[src/lhp_pkg.sv]
// ----------------------------------------------------------------------------
// lhp_pkg
// shared types, constants and helpers for the latency histogram block
// ----------------------------------------------------------------------------
package lhp_pkg;

  localparam int unsigned Probes    = 8;
  localparam int unsigned Buckets   = 64;
  localparam int unsigned ProbeW    = 3;
  localparam int unsigned BucketW   = 6;
  localparam int unsigned CntW      = 48;
  localparam int unsigned DataW     = 64;
  localparam int unsigned RankW     = CntW + 7;
  localparam int unsigned CumW      = CntW + BucketW;
  localparam int unsigned CmpW      = CumW + 7;
  localparam int unsigned HistDepth = Probes * Buckets;
  localparam int unsigned HistAddrW = ProbeW + BucketW;

  localparam logic [CntW-1:0] CntMax = {CntW{1'b1}};

  localparam logic [1:0] KindRecord = 2'd0;
  localparam logic [1:0] KindQuery  = 2'd1;
  localparam logic [1:0] KindClear  = 2'd2;
  localparam logic [1:0] KindNone   = 2'd3;

  typedef struct packed {
    logic [1:0]       kind;
    logic [ProbeW-1:0] probe_index;
    logic [DataW-1:0] elapsed_ns;
    logic [DataW-1:0] byte_count;
  } in_item_t;

  typedef struct packed {
    logic [ProbeW-1:0] probe_id;
    logic [CntW-1:0]   sample_count;
    logic [DataW-1:0]  time_total;
    logic [DataW-1:0]  time_min;
    logic [DataW-1:0]  time_max;
    logic [DataW-1:0]  bytes_sum;
    logic [DataW-1:0]  p50_ns;
    logic [DataW-1:0]  p95_ns;
    logic [DataW-1:0]  p99_ns;
  } out_item_t;

  // controller to datapath
  typedef struct packed {
    logic capture;   // latch the input item
    logic rec_rd;    // read the bucket entry
    logic rec_wr;    // write back record update
    logic clr_step;  // clear one bucket row entry
    logic walk_rd;   // issue bucket read for the walk
    logic walk_acc;  // accumulate returned bucket
    logic q_start;   // load query stats and ranks
  } cmd_t;

  // datapath to controller
  typedef struct packed {
    logic clr_done;
    logic walk_last;
    logic walk_done;
  } stat_t;

  // floor(log2(v)), 0 and 1 in bucket 0, clipped at the last bucket
  function automatic logic [BucketW-1:0] log_bucket(input logic [DataW-1:0] v);
    logic [BucketW-1:0] b;
    b = '0;
    for (int i = 1; i < DataW; i++) begin
      if (v[i]) b = BucketW'(i);
    end
    return b;
  endfunction

  function automatic logic [DataW-1:0] bucket_bound(input logic [BucketW-1:0] b);
    logic [DataW:0] one;
    one = '0;
    if (b == BucketW'(Buckets - 1)) return {DataW{1'b1}};
    one[b + 1] = 1'b1;
    return DataW'(one - 1'b1);
  endfunction

endpackage

[src/lhp_ctrl.sv]
// ----------------------------------------------------------------------------
// lhp_ctrl
// sequencer for record, query walk and clear sweep
// ----------------------------------------------------------------------------
module lhp_ctrl
  import lhp_pkg::*;
(
  input  logic  clk_i,
  input  logic  rst_ni,
  input  logic  in_valid_i,
  output logic  in_stall_o,
  input  logic [1:0] kind_i,
  output logic  out_valid_o,
  input  logic  out_stall_i,
  output cmd_t  cmd_o,
  input  stat_t stat_i
);

  typedef enum logic [6:0] {
    StIdle  = 7'b0000001,
    StRecRd = 7'b0000010,
    StRecWr = 7'b0000100,
    StClr   = 7'b0001000,
    StQLoad = 7'b0010000,
    StWalk  = 7'b0100000,
    StOut   = 7'b1000000
  } state_e;

  state_e state_q, state_d;
  logic   walk_pend_q, walk_pend_d;

  assign in_stall_o  = (state_q != StIdle);
  assign out_valid_o = (state_q == StOut);

  always_comb begin
    state_d     = state_q;
    walk_pend_d = 1'b0;
    cmd_o       = '0;
    unique case (state_q)
      StIdle: begin
        if (in_valid_i) begin
          cmd_o.capture = 1'b1;
          priority if (kind_i == KindRecord) state_d = StRecRd;
          else if (kind_i == KindQuery) state_d = StQLoad;
          else if (kind_i == KindClear) state_d = StClr;
          else state_d = StIdle;
        end
      end
      StRecRd: begin
        cmd_o.rec_rd = 1'b1;
        state_d = StRecWr;
      end
      StRecWr: begin
        cmd_o.rec_wr = 1'b1;
        state_d = StIdle;
      end
      StClr: begin
        cmd_o.clr_step = 1'b1;
        if (stat_i.clr_done) state_d = StIdle;
      end
      StQLoad: begin
        cmd_o.q_start = 1'b1;
        state_d = StWalk;
      end
      StWalk: begin
        cmd_o.walk_acc = walk_pend_q;
        if (stat_i.walk_done) begin
          state_d = StOut;
        end else begin
          cmd_o.walk_rd = !stat_i.walk_last;
          walk_pend_d = 1'b1;
        end
      end
      StOut: begin
        if (!out_stall_i) state_d = StIdle;
      end
      default: state_d = StIdle;
    endcase
  end

  // reset starts with a sweep that zeroes the bucket memory
  always_ff @(posedge clk_i or negedge rst_ni) begin
    if (!rst_ni) begin
      state_q     <= StClr;
      walk_pend_q <= 1'b0;
    end else begin
      state_q     <= state_d;
      walk_pend_q <= walk_pend_d;
    end
  end

endmodule

[config.mk]
export PLATFORM = sky130hd
export DESIGN_NAME = lhp_ctrl
export DESIGN_NICKNAME = d
export VERILOG_FILES = /design/src/lhp_pkg.sv /design/src/lhp_ctrl.sv
export SDC_FILE = /design/constraint.sdc
export NUM_CORES = 1
export LEC_CHECK = 0
export BUFFER_PORTS_ARGS = -buffer_cell sky130_fd_sc_hd__buf_2
export CORE_AREA = 8 8 45 47
export CTS_CLUSTER_SIZE = 10
export DETAILED_ROUTE_END_ITERATION = 8
export DIE_AREA = 0 0 53 55
export HOLD_SLACK_MARGIN = 0.02
export SETUP_SLACK_MARGIN = 0.15
export SLEW_MARGIN = 10
export SYNTH_ARGS = -nofsm -noshare
export SYNTH_HDL_FRONTEND = slang
export SYNTH_SLANG_ARGS = --single-unit
[constraint.sdc]
create_clock -name clk_i -period 1.5 [get_ports clk_i]
set_clock_uncertainty 0.1 [all_clocks]
set_input_delay 0.225 -clock clk_i [delete_from_list [all_inputs] [get_ports clk_i]]
set_output_delay 0.225 -clock clk_i [all_outputs]
set_load 0.03 [all_outputs]
==> metrics.yaml <==
routing:
  drc_errors: 0
  num_vias: 572
  avgViaCountPerCell: 5.06
  first_iter_violations: 11
  drt_first_pass_iters: 4
  wl_um: 1620
  avgRoutedWirePerCell_um: 14.3
  drtAntennaViolNets: 0
synth:
  yosys_warnings: 0
  synth_top_area_cell: "dfrtp_1"
  syn_nets: 59
  syn_area_um2: 487
  synth-edff-count: 0
  netlist_top_cells_count: "7 x dfrtp_1, 6 x nor2_1, 4 x inv_1"
  synth-async-reset-ratio_pct: 100
  synth_cell_types: 27
  ys.flop_type: "dfrtp_1"
  synth.top_cell.area_share_pct: 36.0
  synth_area_per_cell_um2: 9.73
  ys_top_cells_by_area: "dfrtp_1 36%, dfstp_2 5.4%, nand3b_1 4.6%"
  yosysMostFrequentCell: "dfrtp_1"
  ys_seq_area_share_pct: 41.4
  ys_seq_elements: 8
  syn_inst: 50
clocking:
  cts_num_sinks: 8
  path_clk_slew_ns: 0.06
  numCtsBuffers: 3
  tritoncts: "built"
  htreeDepth: 1
  clk_latency_ns: 0.26
  clock_path_buffers: 2
  root_buffer: "clkbuf_4"
global_route:
  antenna_found_initial: 0
  grt_pass1_vias: 620
  grt_pass1_wl_um: 2570
  grt_remaining_overflow: 0
  grt_max_degree: 9
  grt.total_usage_pct: 11.9
die:
  core_um2: 1380
  placement_rows: 14
  fp.dieW_um: 53
  io_pins: 18
  die_y_um: 55
  die_area_um2: 2920
  start_util_pct: 35.2
timing:
  slew_violations: 0
  rsz0062_at_grt: "yes"
  tightestPinTransition_ns: 0.277
  setup_ws_ns: -0.352
  setup_violations: 15
  hold_viol_final: 0
  fmaxAchievable_mhz: 540
  min_period_over_period_pct: 123
  period_minus_slack_ns: 1.85
  slew_headroom_pct: 81.3
critical_path:
  startpoint_type: "register"
  crit_required_ns: 1.17
  worst-setup-path-type: "reg2out"
  crit_path_end_kind: "primary output"
  crit_fanout: 3
  worst_ep_arrival_time_ns: 1.53
power:
  vdd_drop_max_mv: 0.771
  powerDensity_nw_per_um2: 1210
  power.total_mw: 1.22
  power_leakage_nw: 0.477
place:
  port_buffers: 17
  dpl.hpwl_um: 1090
  gp_congestion: 0.844
final_layout:
  drive_gt1_share_pct: 71.1
  syn2layout_area_growth_pct: 106
  nets: 107
  antenna_cells: 0
  utilization_pct: 72.5
hold_path:
  hold_class: "in2reg"
status:
  status: "finished, violations left"
  violations: "negative setup slack"
flow_run:
  cap_violations: 0
## layout by cell type (no fill, tap or decap), types with 2 or more instances in the layout
cell | netlist | layout
dfrtp_1 | 7 | 6
nand4_1 | 2 | 2
nand2b_1 | 2 | 2
nand3b_1 | 3 | 3
nor2_4 | 0 | 2
inv_1 | 4 | 3
buf_4 | 0 | 19
nor2_2 | 0 | 2
nor3b_2 | 0 | 2
buf_6 | 1 | 16
and4b_2 | 1 | 2
clkbuf_4 | 0 | 3
buf_2 | 0 | 8
nor2_1 | 6 | 2
nor3_2 | 2 | 2
nor3_4 | 0 | 2
## cell families after synthesis
| logic type | after synthesis | share of synthesized area (%) |
|---|---|---|
| and+or+nand+nor | 31 | 41.6 |
| DFF | 8 | 41.4 |
| AOI/OAI and AO/OA | 5 | 9.77 |
| buffers and inverters | 5 | 5.40 |
| xor gates and xnor gates | 1 | 1.80 |
## flip-flops by register name, summed over array words and instances (netlist names)
| name | count |
|---|---|
| walk_pend_q | 1 |
| state_q | 7 |
## worst paths after layout
| check | slack, ns | from | cells after the start | endpoint |
|---|---|---|---|---|
| max | -0.35 | state_q[1] | 7 | cmd_o[4] |
| min | 0.06 | in_valid_i | 2 | state_q[0] |
| max in group asynchronous | 0.82 | rst_ni | 2 | state_q[3] |
| min reg2reg | 0.62 | state_q[2] | 4 | state_q[6] |
| max reg2reg | -0.28 | state_q[5] | 7 | state_q[0] |
| min in group asynchronous | 0.24 | rst_ni | 2 | state_q[1] |
## report_power, final
group,internal [mW],switching [mW]
Sequential,0.245,0.0214
Clock,0.102,0.0776
Combinational,0.412,0.361
Total,0.759,0.460
## routing by layer
metal  vias up  global-route usage (%)  part of all wire, %
met5         -                       0                    0
met4         0                    7.76                  1.6
met3         2                    2.67                  6.6
met2        16                    21.9                   54
met1       274                    11.7                   38
li1        280                       -                    -
## through the flow
| step | cell area (µm²) | TNS (ns) | hold WS, ns | std cells | worst slack, ns |
|---|---|---|---|---|---|
| floorplan | 528 | -0.402 | -0.171 | 50 | -0.176 |
| global placement | 734 | -0.684 | -0.0234 | 97 | -0.141 |
| detailed placement | 734 | -0.634 | -0.0190 | 97 | -0.165 |
| CTS | 951 | -2.55 | 0.0498 | 110 | -0.346 |
| global route | 1000 | -4.68 | 0.0446 | 113 | -0.457 |
| finish | 1000 | -3.33 | 0.0595 | 113 | -0.352 |
## timing repair
| item | in CTS | in global routing |
|---|---|---|
| endpoints found under the hold margin | 8 | 0 |
| pin swaps | 11 | 5 |
| hold buffers | 1 | 0 |
| setup endpoints to repair | 15 | 15 |
| setup buffers | 8 | 3 |
| gates resized for setup | 32 | 6 |
## layout make-up
type,count,area [µm²]
timing repair buffer,44,373
clock buffer,4,26.3
tap,16,20.0
fill,105,380
inverter,4,15.0
multi-input combinational,37,367
sequential,8,203
## worst max-delay path: stages, from the launching register on
cell and delay (ns):
dfrtp_1 0.40, nor2_2 0.15, buf_4 0.14, buf_6 0.08
buf_6 0.09, nand2_4 0.06, nor3b_2 0.16, buf_4 0.18
No activity file was read; power rests on OpenSTA's default activity.
